**src/rtl/assert_macros.svh**
```systemverilog
// Assertion helpers for the RTL.
`ifndef ASSERT_MACROS_SVH
`define ASSERT_MACROS_SVH

// Check a property at every rising edge while out of reset.
`define ASSERT_PROP(label, clk, rst_n, prop, msg) \
  label: assert property (@(posedge clk) disable iff (!rst_n) prop) else $error(msg);

// Check that cons holds in the same cycle whenever ante holds.
`define ASSERT_IMPL(label, clk, rst_n, ante, cons, msg) \
  `ASSERT_PROP(label, clk, rst_n, (ante) |-> (cons), msg)

`endif

```
**src/rtl/vcs_pkg.sv**
```systemverilog
package vcs_pkg;

  localparam int FieldW      = 16;
  localparam int SpeedW      = 16;
  localparam int KnotsW      = 17;
  localparam int KphW        = 18;

  // Pipeline layout: front end, one square-root step per stage, rounding.
  localparam int FrontStages = 3;
  localparam int RootSteps   = 31;
  localparam int RootW       = 2 * RootSteps;
  localparam int RoundStages = 4;
  localparam int RootStage0  = FrontStages;
  localparam int RoundStage0 = FrontStages + RootSteps;
  localparam int NumStages   = RoundStage0 + RoundStages;

  typedef logic [NumStages-1:0] stage_vec_t;

  localparam int SumW = 32;

  // Radicand scale factors: 4 * 18^2 and 4 * 12149^2.
  localparam logic [10:0] KphRadMul  = 11'd1296;
  localparam logic [29:0] KnotRadMul = 30'd590392804;

  // Rounded division of the root by 2*d, done as a reciprocal multiply.
  localparam int CmpsRootW = 17;
  localparam int KphNW     = 21;
  localparam logic [2:0]  KphBias   = 3'd5;
  localparam logic [3:0]  KphDiv    = 4'd10;
  localparam logic [18:0] KphRecip  = 19'd419430;
  localparam int KphShift  = 22;
  localparam int KphPW     = KphNW + 19;
  localparam int KphQW     = KphPW - KphShift;
  localparam int KphMW     = KphQW + 4;

  localparam logic [12:0] KnotBias  = 13'd6250;
  localparam logic [13:0] KnotDiv   = 14'd12500;
  localparam logic [17:0] KnotRecip = 18'd171798;
  localparam int KnotShift = 31;
  localparam int KnotPW    = RootSteps + 18;
  localparam int KnotQW    = KnotPW - KnotShift;
  localparam int KnotMW    = KnotQW + 14;

  // CORDIC course path. Angle unit is 1/1024 of a hundredth of a degree.
  localparam int CordicIters   = 20;
  localparam int CordicW       = 44;
  localparam int AngleW        = 26;
  localparam int ScaleShift    = 24;
  localparam int AngleFracBits = 10;
  localparam logic signed [AngleW-1:0] QuarterTurn = 26'sd9216000;
  localparam logic signed [AngleW-1:0] AngleRound  = 26'sd512;
  localparam logic signed [FieldW-1:0] CourseMax     = 16'sd18000;
  localparam logic signed [FieldW-1:0] CourseQuarter = 16'sd9000;
  localparam int CourseStage = CordicIters + 2;
  localparam int CourseDelay = NumStages - CourseStage;

  function automatic logic signed [AngleW-1:0] atan_lut(input logic [4:0] idx);
    logic signed [AngleW-1:0] val;
    case (idx)
      5'd0:    val = 26'sd4608000;
      5'd1:    val = 26'sd2720261;
      5'd2:    val = 26'sd1437311;
      5'd3:    val = 26'sd729602;
      5'd4:    val = 26'sd366217;
      5'd5:    val = 26'sd183287;
      5'd6:    val = 26'sd91666;
      5'd7:    val = 26'sd45836;
      5'd8:    val = 26'sd22918;
      5'd9:    val = 26'sd11459;
      5'd10:   val = 26'sd5730;
      5'd11:   val = 26'sd2865;
      5'd12:   val = 26'sd1432;
      5'd13:   val = 26'sd716;
      5'd14:   val = 26'sd358;
      5'd15:   val = 26'sd179;
      5'd16:   val = 26'sd90;
      5'd17:   val = 26'sd45;
      5'd18:   val = 26'sd22;
      5'd19:   val = 26'sd11;
      default: val = '0;
    endcase
    return val;
  endfunction

endpackage

```
**src/rtl/vcs_sqsum.sv**
```systemverilog
module vcs_sqsum import vcs_pkg::*; (
  input  logic                     clk_i,
  input  logic [FrontStages-1:0]   stage_en_i,
  input  logic signed [FieldW-1:0] vel_x_i,
  input  logic signed [FieldW-1:0] vel_y_i,
  input  logic signed [FieldW-1:0] vel_z_i,
  output logic [RootW-1:0]         rad_cmps_o,
  output logic [RootW-1:0]         rad_kph_o,
  output logic [RootW-1:0]         rad_knots_o
);

  logic signed [2*FieldW-1:0] prod_x, prod_y, prod_z;
  logic [2*FieldW-2:0]        sq_x_q, sq_y_q, sq_z_q;
  logic [SumW-1:0]            sum_q;
  logic [RootW-1:0]           rad_cmps_q, rad_kph_q, rad_knots_q;

  always_comb begin
    prod_x = vel_x_i * vel_x_i;
    prod_y = vel_y_i * vel_y_i;
    prod_z = vel_z_i * vel_z_i;
  end

  // squares are never negative and never above 2^30
  always_ff @(posedge clk_i) begin
    if (stage_en_i[0]) begin
      sq_x_q <= prod_x[2*FieldW-2:0];
      sq_y_q <= prod_y[2*FieldW-2:0];
      sq_z_q <= prod_z[2*FieldW-2:0];
    end
  end

  always_ff @(posedge clk_i) begin
    if (stage_en_i[1]) begin
      sum_q <= SumW'(sq_x_q) + SumW'(sq_y_q) + SumW'(sq_z_q);
    end
  end

  always_ff @(posedge clk_i) begin
    if (stage_en_i[2]) begin
      rad_cmps_q  <= RootW'({sum_q, 2'b00});
      rad_kph_q   <= RootW'(sum_q) * RootW'(KphRadMul);
      rad_knots_q <= RootW'(sum_q) * RootW'(KnotRadMul);
    end
  end

  assign rad_cmps_o  = rad_cmps_q;
  assign rad_kph_o   = rad_kph_q;
  assign rad_knots_o = rad_knots_q;

endmodule

```
**config.mk**
```make
export PLATFORM = sky130hd
export DESIGN_NAME = vcs_sqsum
export DESIGN_NICKNAME = d
export VERILOG_FILES = /design/src/rtl/assert_macros.svh /design/src/rtl/vcs_pkg.sv /design/src/rtl/vcs_sqsum.sv
export SDC_FILE = /design/constraint.sdc
export NUM_CORES = 2
export LEC_CHECK = 0
export BUFFER_PORTS_ARGS = -buffer_cell sky130_fd_sc_hd__buf_2
export CORE_ASPECT_RATIO = 1.25
export CORE_MARGIN = 2
export CORE_UTILIZATION = 50
export CTS_CLUSTER_DIAMETER = 150
export CTS_CLUSTER_SIZE = 8
export DETAILED_ROUTE_END_ITERATION = 7
export PLACE_DENSITY = 0.67
export SYNTH_ARGS = -nofsm -noshare
export SYNTH_HDL_FRONTEND = slang
export SYNTH_SLANG_ARGS = --single-unit
```
**constraint.sdc**
```tcl
create_clock -name clk_i -period 15.2 [get_ports clk_i]
set_input_delay 3.04 -clock clk_i [delete_from_list [all_inputs] [get_ports clk_i]]
set_output_delay 3.04 -clock clk_i [all_outputs]
set_load 0.01 [all_outputs]
```
Word-level counts from Yosys, hierarchy flattened --
Index checks and enable logic that the tools add are counted.
Storage, ports and cells: bits in registers 256, input bits 52, output and inout port bits 186, word-level logic and storage cells 14
Operators by class: add/subtract/negate cells 2, $mul 5
Operator list (count):
- $mul 16x16->31 | 3
- $mul 32x28->60 const B | 1
- $mul 32x7->39 const B | 1
- $add 31x31->32 | 1
- $add 32x31->32 | 1

Depth between registers and ports, before layout --
depth in word-level cells 2, mapped depth 26

Worst setup path after synthesis --
Ideal clock, no wire load.
kind in2reg, start in vel_x_i[12], end reg sq_x_q[30], data pin, setup time 0.260 ns, arrival 8.919 ns, required time 14.940 ns, path slack 6.021 ns, stages on the path 25, cell sequence clkbuf_1 -> clkinv_1 -> nor2_1 -> inv_1 -> fa_1 -> inv_1 -> fa_1 -> inv_1 -> fa_1 -> inv_1 -> fa_1 -> fa_1 -> inv_1 -> fa_1 -> inv_1 -> ha_1 -> and3_4 -> a221o_1 -> a21o_1 -> a21oi_2 -> o21ai_2 -> o41ai_2 -> o2111ai_1 -> a21oi_1 -> xnor2_1
Between the ends: longest elaborated chain between the ends 1
RTL lines:
- start, declared | line vcs_sqsum.sv:4 | input logic signed [FieldW-1:0] vel_x_i,
- $mul 16x16->31 | line vcs_sqsum.sv:18 | prod_x = vel_x_i * vel_x_i;
- net prod_x[30] | line vcs_sqsum.sv:12 | logic signed [2*FieldW-1:0] prod_x, prod_y, prod_z;
- end signal, assigned | line vcs_sqsum.sv:26 | sq_x_q <= prod_x[2*FieldW-2:0];
- end, declared | line vcs_sqsum.sv:13 | logic [2*FieldW-2:0] sq_x_q, sq_y_q, sq_z_q;
The timed path passes the listed nets, and every way through them passes these cells. A chain may end at the register's enable or synchronous reset.

Worst setup path in the final report --
start in vel_x_i[15], end reg sq_x_q[30], data pin
The elaborated chain is that of the path after synthesis.

==> metrics.yaml <==
yosys:
  postSynthAreaPerCell_um2: 10.0
  postSynthCellCount: 5521
  synth_top_area_share_pct: 38.3
  synthTopCellsByArea: "fa_1, ha_1, edfxtp_1"
  synthDistinctLibCells: 85
  ys_warn_count: 0
  async_reset_ff_share_pct: 0
  yosysTopAreaCell: "fa_1"
  synth-seq-cells: 246
  seq_area_frac_synth_pct: 13.3
  synth_edf_count: 246
  ys.flop_type: "edfxtp_1"
  syn_area_um2: 55400
grt:
  met3_usage_pct: 2.06
  antenna_found_initial: 1
  busiest_layer: "met2"
  grt_max_degree: 79
  grt.overflow.total: 0
  grt_use_met1_pct: 26.7
  grt_pass1_vias: 39900
  grt_pass1_wl_um: 205000
  met2_usage_pct: 43.5
  grt_usage_pct: 23.2
layout:
  utilization_pct: 53.5
  finalNonFillerCells: 7134
  n_fill_cell: 9975
  layout_common_cells: "inv_1, fa_1, ha_1"
  nNetsFinal: 7580
  areaGrowthSynthToFinish_pct: 6.07
  antenna_cells: 0
  final_common_cell: "inv_1"
  drive_above_1_share_pct: 5.35
placed_design:
  io_buffers: 182
  placed_cells: 7093
  gp_congestion: 0.910
  hpwl_um: 107000
setup_path:
  required_ns: 15.49
  worst_ep_arrival_time_ns: 9.50
  cp-end-kind: "flop"
  startpoint_type: "input pin"
  crit_type: "in -> reg"
  worstPathMaxFanout: 18
flow_run:
  maxCapViolCount: 0
sta:
  rsz0062_at_grt: "no"
  finalSetupViolCount: 0
  finalHoldViolCount: 0
  relSlewSlack_pct: 24.0
  drv_slew: 0
  clock.fmax_mhz: 109
  worst_slew_pin_slew_ns: 1.14
  tns_ns: 0
  period_needed_ns: 9.22
  period_share_pct: 60.6
  finClkSkew_ns: 0.0286
detailed_routing:
  totalWireLength_um: 126000
  drt_iter0_drc: 1666
  vias: 36600
  route.detailed.drc: 0
  vias_per_cell: 5.13
  routedWlPerCell_um: 17.7
  postRouteAntennaNets: 0
  drt-pass1-iter-count: 7
cts:
  cts_made_buffers: 36
  cts_setup_buffers: 0
  ctsHoldBuffers: 0
  clk_latency_ns: 0.57
  cts_num_sinks: 246
  clkTransAtPathRegs_ns: 0.06
  clockBufferDepth: 3
  cts_root_buffer: "clkbuf_16"
  cts_max_level: 2
  ctsResizeCount: 0
  cts_tree: "done"
run_status:
  outcome: "completed"
hold_path:
  min_path_type: "reg -> reg"
floorplanning:
  die_x_um: 302
  core_um2: 110000
  placementRows: 136
  ios: 238
  dieHeight_um: 376
  dieArea_um2: 114000
  initial_core_util_pct: 50.4
[registers in the layout, summed over array words and instances (netlist names)]
register and count:
sq_z_q 30, rad_knots_o 60, sq_x_q 30, rad_cmps_o 28
sum_q 32, sq_y_q 30, rad_kph_o 36
[metal layers]
layer / wire [um] / up-vias
met3: 3940 / 253
li1: - / 17200
met2: 68000 / 724
met4: 5960 / 2
met5: 13 / -
met1: 48200 / 18500
[final timing paths]
path              slack, ns  cells after the start         from              end
setup / recovery       5.98                     21  vel_x_i[15]       sq_x_q[30]
hold / removal         0.75                      1     sum_q[0]   rad_knots_o[2]
setup reg to reg       7.41                     25    sum_q[14]  rad_knots_o[52]
hold reg to reg        0.75                      1     sum_q[0]   rad_knots_o[2]
[layout make-up]
type | instances | area, um2 | share of cell area [%]
repair buffers | 213 | 1150 | 1.95
well taps | 1449 | 1810 | 3.08
inverters | 1599 | 6000 | 10.2
clock buffers | 40 | 958 | 1.63
flip-flops and latches | 246 | 7390 | 12.6
clock inverters | 1 | 16.3 | 0.0277
multi-input cells | 3586 | 41500 | 70.5
[worst max-delay path, stage by stage]
cell and delay [ns]:
buf_2 0.34, inv_1 0.35, nor2_1 0.31, fa_1 0.59
fa_1 0.57, fa_1 0.46, fa_1 0.51, fa_1 0.49
inv_1 0.05, fa_1 0.47, inv_1 0.04, ha_1 0.34
and3_4 0.22, a221o_1 0.36, a21o_1 0.22, a21oi_2 0.14
o21ai_2 0.08, o41ai_2 0.43, o2111ai_1 0.18, a21oi_1 0.21
xnor2_1 0.08
[cell families after synthesis]
kind of cell,synth area share [%]
adder cells (fa/ha/maj),56.0
buffers and inverters,12.2
XOR/XNOR,4.22
AO/OA/AOI/OAI,7.02
multiplexers,0.151
AND/OR/NAND/NOR,7.01
other,0.00676
flip-flops,13.3
[cells in the mapped netlist, types with 14 or more instances]
cell         n
nand3_1     39
nand2b_1    25
o21ai_1     26
o21a_1      26
o21ai_0     58
buf_4       62
o21bai_1    35
nor2b_1     22
inv_1     1593
ha_1       786
edfxtp_1   246
nand2_1    296
nor3_1      49
fa_1      1060
nand4_1     24
xnor2_1    178
a21oi_1    164
and3_1      21
clkbuf_1    80
and2_1      97
nor2_1     213
a211oi_1    21
a31oi_1     14
a21o_1     113
xor2_1      89
[through the flow]
| stage | hold slack [ns] | setup slack (ns) | area (um2) |
|---|---|---|---|
| global placement | 0.750 | 5.53 | 57800 |
| global route | 0.761 | 5.55 | 58800 |
| detailed placement | 0.752 | 5.39 | 57800 |
| CTS | 0.755 | 5.97 | 58800 |
| finish | 0.748 | 5.98 | 58800 |
| floorplan | 0.743 | 6.02 | 55700 |
Power is left out: the tool's default activity adds up to more than one toggle a clock period on the data nets, which glitch-free logic cannot reach.
