===== src/rtl/assert_macros.svh =====
// Assertion helpers for the RTL.
`ifndef ASSERT_MACROS_SVH
`define ASSERT_MACROS_SVH

// Check a property at every rising edge while out of reset.
`define ASSERT_PROP(label, clk, rst_n, prop, msg) \
  label: assert property (@(posedge clk) disable iff (!rst_n) prop) else $error(msg);

// Check that cons holds in the same cycle whenever ante holds.
`define ASSERT_IMPL(label, clk, rst_n, ante, cons, msg) \
  `ASSERT_PROP(label, clk, rst_n, (ante) |-> (cons), msg)

`endif


===== src/rtl/vcs_pkg.sv =====
package vcs_pkg;

  localparam int FieldW      = 16;
  localparam int SpeedW      = 16;
  localparam int KnotsW      = 17;
  localparam int KphW        = 18;

  // Pipeline layout: front end, one square-root step per stage, rounding.
  localparam int FrontStages = 3;
  localparam int RootSteps   = 31;
  localparam int RootW       = 2 * RootSteps;
  localparam int RoundStages = 4;
  localparam int RootStage0  = FrontStages;
  localparam int RoundStage0 = FrontStages + RootSteps;
  localparam int NumStages   = RoundStage0 + RoundStages;

  typedef logic [NumStages-1:0] stage_vec_t;

  localparam int SumW = 32;

  // Radicand scale factors: 4 * 18^2 and 4 * 12149^2.
  localparam logic [10:0] KphRadMul  = 11'd1296;
  localparam logic [29:0] KnotRadMul = 30'd590392804;

  // Rounded division of the root by 2*d, done as a reciprocal multiply.
  localparam int CmpsRootW = 17;
  localparam int KphNW     = 21;
  localparam logic [2:0]  KphBias   = 3'd5;
  localparam logic [3:0]  KphDiv    = 4'd10;
  localparam logic [18:0] KphRecip  = 19'd419430;
  localparam int KphShift  = 22;
  localparam int KphPW     = KphNW + 19;
  localparam int KphQW     = KphPW - KphShift;
  localparam int KphMW     = KphQW + 4;

  localparam logic [12:0] KnotBias  = 13'd6250;
  localparam logic [13:0] KnotDiv   = 14'd12500;
  localparam logic [17:0] KnotRecip = 18'd171798;
  localparam int KnotShift = 31;
  localparam int KnotPW    = RootSteps + 18;
  localparam int KnotQW    = KnotPW - KnotShift;
  localparam int KnotMW    = KnotQW + 14;

  // CORDIC course path. Angle unit is 1/1024 of a hundredth of a degree.
  localparam int CordicIters   = 20;
  localparam int CordicW       = 44;
  localparam int AngleW        = 26;
  localparam int ScaleShift    = 24;
  localparam int AngleFracBits = 10;
  localparam logic signed [AngleW-1:0] QuarterTurn = 26'sd9216000;
  localparam logic signed [AngleW-1:0] AngleRound  = 26'sd512;
  localparam logic signed [FieldW-1:0] CourseMax     = 16'sd18000;
  localparam logic signed [FieldW-1:0] CourseQuarter = 16'sd9000;
  localparam int CourseStage = CordicIters + 2;
  localparam int CourseDelay = NumStages - CourseStage;

  function automatic logic signed [AngleW-1:0] atan_lut(input logic [4:0] idx);
    logic signed [AngleW-1:0] val;
    case (idx)
      5'd0:    val = 26'sd4608000;
      5'd1:    val = 26'sd2720261;
      5'd2:    val = 26'sd1437311;
      5'd3:    val = 26'sd729602;
      5'd4:    val = 26'sd366217;
      5'd5:    val = 26'sd183287;
      5'd6:    val = 26'sd91666;
      5'd7:    val = 26'sd45836;
      5'd8:    val = 26'sd22918;
      5'd9:    val = 26'sd11459;
      5'd10:   val = 26'sd5730;
      5'd11:   val = 26'sd2865;
      5'd12:   val = 26'sd1432;
      5'd13:   val = 26'sd716;
      5'd14:   val = 26'sd358;
      5'd15:   val = 26'sd179;
      5'd16:   val = 26'sd90;
      5'd17:   val = 26'sd45;
      5'd18:   val = 26'sd22;
      5'd19:   val = 26'sd11;
      default: val = '0;
    endcase
    return val;
  endfunction

endpackage


===== src/rtl/vcs_round.sv =====
module vcs_round import vcs_pkg::*; (
  input  logic                   clk_i,
  input  logic [RoundStages-1:0] stage_en_i,
  input  logic [RootSteps-1:0]   root_cmps_i,
  input  logic [RootSteps-1:0]   root_kph_i,
  input  logic [RootSteps-1:0]   root_knots_i,
  output logic [SpeedW-1:0]      speed_cmps_o,
  output logic [KnotsW-1:0]      speed_centiknots_o,
  output logic [KphW-1:0]        speed_centikph_o
);

  logic [CmpsRootW:0]  cm_sum;
  logic [SpeedW-1:0]   cm1_q, cm2_q, cm3_q, cm4_q;

  logic [KphNW-1:0]    kp_n1_q, kp_n2_q, kp_n3_q;
  logic [KphPW-1:0]    kp_p2_q;
  logic [KphQW-1:0]    kp_q0, kp_q3_q;
  logic [KphMW-1:0]    kp_m3_q, kp_rem;
  logic [KphW-1:0]     kp4_q;

  logic [RootSteps-1:0] kn_n1_q, kn_n2_q, kn_n3_q;
  logic [KnotPW-1:0]    kn_p2_q;
  logic [KnotQW-1:0]    kn_q0, kn_q3_q;
  logic [KnotMW-1:0]    kn_m3_q, kn_rem;
  logic [KnotsW-1:0]    kn4_q;

  always_comb begin
    cm_sum = {1'b0, root_cmps_i[CmpsRootW-1:0]} + (CmpsRootW + 1)'(1);
    kp_q0  = kp_p2_q[KphPW-1:KphShift];
    kn_q0  = kn_p2_q[KnotPW-1:KnotShift];
    kp_rem = KphMW'(kp_n3_q) - kp_m3_q;
    kn_rem = KnotMW'(kn_n3_q) - kn_m3_q;
  end

  // add the rounding bias
  always_ff @(posedge clk_i) begin
    if (stage_en_i[0]) begin
      cm1_q   <= cm_sum[SpeedW:1];
      kp_n1_q <= root_kph_i[KphNW-1:0] + KphNW'(KphBias);
      kn_n1_q <= root_knots_i + RootSteps'(KnotBias);
    end
  end

  // multiply by the reciprocal of the divisor
  always_ff @(posedge clk_i) begin
    if (stage_en_i[1]) begin
      cm2_q   <= cm1_q;
      kp_n2_q <= kp_n1_q;
      kn_n2_q <= kn_n1_q;
      kp_p2_q <= KphPW'(kp_n1_q) * KphPW'(KphRecip);
      kn_p2_q <= KnotPW'(kn_n1_q) * KnotPW'(KnotRecip);
    end
  end

  // estimate is exact or one short; form estimate times divisor
  always_ff @(posedge clk_i) begin
    if (stage_en_i[2]) begin
      cm3_q   <= cm2_q;
      kp_n3_q <= kp_n2_q;
      kn_n3_q <= kn_n2_q;
      kp_q3_q <= kp_q0;
      kn_q3_q <= kn_q0;
      kp_m3_q <= KphMW'(kp_q0) * KphMW'(KphDiv);
      kn_m3_q <= KnotMW'(kn_q0) * KnotMW'(KnotDiv);
    end
  end

  // bump the estimate when the remainder still holds a full divisor
  always_ff @(posedge clk_i) begin
    if (stage_en_i[3]) begin
      cm4_q <= cm3_q;
      kp4_q <= kp_q3_q[KphW-1:0] + KphW'(kp_rem >= KphMW'(KphDiv));
      kn4_q <= kn_q3_q[KnotsW-1:0] + KnotsW'(kn_rem >= KnotMW'(KnotDiv));
    end
  end

  assign speed_cmps_o       = cm4_q;
  assign speed_centikph_o   = kp4_q;
  assign speed_centiknots_o = kn4_q;

endmodule


===== config.mk =====
export PLATFORM = sky130hd
export DESIGN_NAME = vcs_round
export DESIGN_NICKNAME = d
export VERILOG_FILES = /design/src/rtl/assert_macros.svh /design/src/rtl/vcs_pkg.sv /design/src/rtl/vcs_round.sv
export SDC_FILE = /design/constraint.sdc
export NUM_CORES = 2
export LEC_CHECK = 0
export BUFFER_PORTS_ARGS = -buffer_cell sky130_fd_sc_hd__buf_2
export CAP_MARGIN = 30
export CORE_UTILIZATION = 50
export CTS_BUF_LIST = sky130_fd_sc_hd__clkbuf_8 sky130_fd_sc_hd__clkbuf_16
export DETAILED_ROUTE_END_ITERATION = 16
export MAX_ROUTING_LAYER = met4
export PLACE_DENSITY = 0.71
export SYNTH_ARGS = -nofsm -noshare
export SYNTH_HDL_FRONTEND = slang
export SYNTH_SLANG_ARGS = --single-unit
export TNS_END_PERCENT = 50

===== constraint.sdc =====
create_clock -name clk_i -period 6.4 [get_ports clk_i]
set_input_delay 0.96 -clock clk_i [delete_from_list [all_inputs] [get_ports clk_i]]
set_output_delay 0.96 -clock clk_i [all_outputs]
set_load 0.02 [all_outputs]

-- Yosys cells after proc, flatten, opt, wreduce, memory -nomap -nowiden
Index checks and enable logic that the tools add are counted.
W data, S select, Z words.
- logic and storage cells: 31
- bits in read-only memories: 0
- bits in latches: 0
- memories: 0
- output and inout port bits: 51
- bits of input ports: 98
- register bits after elaboration: 428
- memory bits (writable): 0
- multipliers: 4
- muxes and demuxes: 0
- magnitude comparators: 2
- $add $sub $neg: 7
- div/mod/pow operators: 0
- reduce and logical (&&, ||, !) cells: 0
- eq/ne operators: 0
- shift operators: 0
- bitwise gates (word level): 0
- operator list (cell ; number):
    $mul A31 B17 Y48 const B ; 1
    $mul A21 B18 Y39 const B ; 1
    $ge A32 B14 Y1 const B ; 1
    $sub A31 B32 Y32 ; 1
    $add A31 B13 Y31 const B ; 1
    $mul A18 B12 Y30 const B ; 1
    $ge A22 B4 Y1 const B ; 1
    $sub A21 B22 Y22 ; 1
    $add A21 B3 Y21 const B ; 1
    $mul A18 B3 Y21 const B ; 1
    $add A18 B1 Y18 ; 1
    $add A17 B1 Y17 ; 1
    $add A17 B1 Y17 const B ; 1

-- Logic depth before layout (Yosys ltp)
- depth after elaboration: 3
- gate-level depth with buffers: 23
- mapped depth without buffers: 23

-- Least setup slack after synthesis
No wires, ideal clock.
- kind: register to register
- start point: register kn_n1_q[13]
- end point: register kn_p2_q[40], data pin
- path slack: 0.250 ns
- clock period less this slack: 6.150 ns
- cell stages (with the launch flop): 20
- data arrival time: 5.892 ns
- setup time: 0.258 ns
- data required time: 6.142 ns
- path buffers: 0
- cell sequence: edfxtp_1 -> ha_1 -> fa_1 -> fa_1 -> fa_1 -> fa_1 -> inv_1 -> fa_1 -> inv_1 -> ha_1 -> a21oi_1 -> a21oi_1 -> a311o_1 -> a32o_1 -> o311a_1 -> nor2_1 -> nor2b_1 -> or3_1 -> a31oi_1 -> xnor2_1
- longest elaborated chain between the ends: 1
- RTL lines (what ; line ; RTL):
    from (decl) ; vcs_round.sv:21 ; logic [RootSteps-1:0] kn_n1_q, kn_n2_q, kn_n3_q;
    from (signal assigned) ; vcs_round.sv:40 ; kn_n1_q <= root_knots_i + RootSteps'(KnotBias);
    $mul A31 B17 Y48 ; vcs_round.sv:51 ; kn_p2_q <= KnotPW'(kn_n1_q) * KnotPW'(KnotRecip);
    to (signal assigned) ; vcs_round.sv:51 ;
    to (decl) ; vcs_round.sv:22 ; logic [KnotPW-1:0] kn_p2_q;
No other way between the ends.
A chain may end at the register's enable or synchronous reset.

-- Worst setup path after layout
- start point: register kn_n1_q[9]
- end point: register kn_p2_q[48], data pin
The elaborated chain is that of the path after synthesis.

==> summary.md <==
| Metric | Value |
|---|---|
| CTS tree | `done` |
| Critical Path RT | `6740 ps` |
| Largest net degree at the start of global routing | `88` |
| Final-stage net count | `4,437` |
| Die W | `268 um` |
| Critical Path AT | `6560 ps` |
| Status | `complete, no violations` |
| Routed wire length | `69,500 um` |
| Post-synth EDFFs | `367` |
| Main synth FF type | `edfxtp_1` |
| Register area share after synthesis | `31.3%` |
| Endpoints failing hold | `0` |
| Max Cap Viol | `0` |
| PortBufs | `124` |
| Die H | `268 um` |
| Worst-margin pin slew | `945 ps` |
| Min Tclk post-route | `6220 ps` |
| Num CTS Buffers | `42` |
| Synth Instances | `3,067` |
| Vias in the first global route | `22,200` |
| Distinct cell type count after synthesis | `68` |
| DR vias | `21,800` |
| Layout area overhead | `12.3%` |
| Routed len/inst | `16.1 um` |
| GRT Util Overall | `20.7%` |
| I/O Pins | `149` |
| Fillers | `5,854` |
| Final Max Tran Viols | `0` |
| HP Class | `reg2reg` |
| Setup repair after global routing missed its margin | `yes` |
| Post-Syn Area | `0.0353 sq mm` |
| Async SR Flop Fraction | `0%` |
| Via-per-instance ratio | `5.05` |
| CTS Buffer Depth | `3` |
| Max Fclk | `161 MHz` |
| Clk root buf | `clkbuf_16` |
| Post-DP HPWL | `57,200 um` |
| Count of final setup violators | `0` |
| # hold bufs at CTS | `0` |
| Final Cycle Share | `97.2%` |
| # DRC | `0` |
| Share of cells above drive strength 1 | `10.7%` |
| Maximum fanout along the worst path | `4` |
| Syn nets | `4,150` |
| Setup_tns | `0 ps` |
| Slew margin rel. | `36.4%` |
| Area of the core | `0.0692 sq mm` |
| Die area | `0.0716 sq mm` |
| Initial antenna violation count | `2` |
| Worst-Skew Late Latency | `600 ps` |
| Synth Register Bits | `367` |
| Htree depth | `2` |
| Worst-path clk slew | `60 ps` |
| Worst Setup Start Kind | `register` |
| Syn Area/Cell | `11.5 sq um` |
| Most common cell after layout, fill and taps aside | `inv_1` |
| Row cnt | `96` |
| Leading cell types in the layout, fill and taps excluded | `inv_1 (779), ha_1 (570), fa_1 (401)` |
| Placer Congestion | `0.920` |
| CTS sink count | `367` |
| Detailed router's first-iteration violation count | `1,235` |
| Starting Density | `51.0%` |
| Final antenna-violating net count | `0` |
| GR Overflow Total | `0` |
| First-pass iteration count of the detailed router | `5` |
| First-pass GRT wire length | `113,000 um` |
| Setup Skew | `15.3 ps` |
| Ys Warns | `0` |
| Critical path class | `reg2reg` |
| Worst Setup End Kind | `register` |
-- synthesized netlist by cell type (15+ instances only) --
cell	instances	area, sq um
inv_1	778	2920
ha_1	581	7270
fa_1	404	8090
edfxtp_1	367	11000
xnor2_1	130	1140
a21oi_1	100	500
nor2_1	90	338
nand2_1	87	327
o21ai_0	61	305
xor2_1	60	526
nand3_1	49	245
a21o_1	39	293
and3_1	34	213
nor3_1	34	170
nand4_1	27	169
nor2b_1	16	100
nand2b_1	15	93.8
-- routing by layer --
layer	wire, um	global-route usage (%)	part of all wire [%]	up-vias
met5	0	-	0	-
met4	1050	4.31	1.5	0
met3	3060	2.99	4.4	78
met2	31400	31.8	45	413
met1	34000	29.4	49	10600
li1	-	-	-	10700
-- cells by family (layout without fill, tap and decap cells) --
family | after synthesis | in the layout | share of synthesized area, %
xor+xnor | 190 | 190 | 4.72
other cells | 0 | 2 | 0
fa+ha+maj | 985 | 985 | 43.6
mux | 6 | 6 | 0.174
compound gates | 332 | 332 | 6.17
buf+inv | 785 | 1104 | 8.38
simple gates | 402 | 402 | 5.74
flops | 367 | 367 | 31.3
-- sequential cells by signal, indices dropped and copies added, names as in the netlist, 17 cells and up --
| register | count |
|---|---|
| kn_m3_q | 28 |
| kn_n1_q | 31 |
| kn_n2_q | 29 |
| kn_n3_q | 29 |
| kn_p2_q | 18 |
| kn_q3_q | 17 |
| kp_m3_q | 19 |
| kp_n1_q | 21 |
| kp_n2_q | 20 |
| kp_n3_q | 20 |
| kp_p2_q | 18 |
| kp_q3_q | 18 |
| speed_centiknots_o | 17 |
| speed_centikph_o | 18 |
-- worst max-delay path: stages (launching register included) --
cell and delay, ps:
edfxtp_1 480, buf_6 180, fa_1 510, ha_1 150, inv_1 60, fa_2 550
inv_1 60, fa_2 460, fa_1 540, inv_1 50, fa_1 530, inv_1 40
ha_2 180, a211o_1 270, a21oi_2 170, o211ai_1 190, and4bb_2 320, o311a_1 370
buf_6 130, nand4_1 80, o211ai_1 120, nor4_1 290, nor3_1 90, xnor2_1 130
-- per-stage QoR --
stage / cell area, sq um / setup slack, ps / hold WS, ps / utilization, % / instances
2_1_floorplan: 35300 / 250 / 400 / - / 3067
3_3_place_gp: 37700 / 76.4 / 400 / 54.5 / 4207
3_5_place_dp: 37700 / 6.18 / 405 / 54.5 / 4208
4_1_cts: 39100 / 11.0 / 396 / 56.6 / 4285
5_1_grt: 39600 / -52.3 / 410 / 57.2 / 4319
6_report: 39600 / 179 / 403 / 57.2 / 4319
-- path summary, 6_finish.rpt --
check	startpoint	end	slack, ps	depth (start not counted)
worst min register to register	kp_n2_q[11]	kp_n3_q[11]	400	0
worst min-delay path	kp_n2_q[11]	kp_n3_q[11]	400	0
worst max-delay path	kn_n1_q[9]	kn_p2_q[48]	180	23
worst max register to register	kn_n1_q[9]	kn_p2_q[48]	180	23
-- area by class of cell --
class                      instances  area, sq um  area share (%)
antenna                            2         5.00          0.0126
inverter                         780         2930            7.40
sequential                       367        11000            27.8
multi-input combinational       1915        21400            54.2
clock inverter                    34          347           0.876
tap                              931         1160            2.94
clock buffer                      42         1050            2.66
timing repair buffer             248         1620            4.09
-- repair_timing --
item                                    4_1_cts  5_1_grt
gates resized for setup                       0       41
setup buffers                                 1       33
gates cloned                                  0        0
endpoints found under the setup margin        1       16
pin swaps                                     0       35
Power is left out: the tool's default activity adds up to more than one toggle a clock period on the data nets, which glitch-free logic cannot reach.
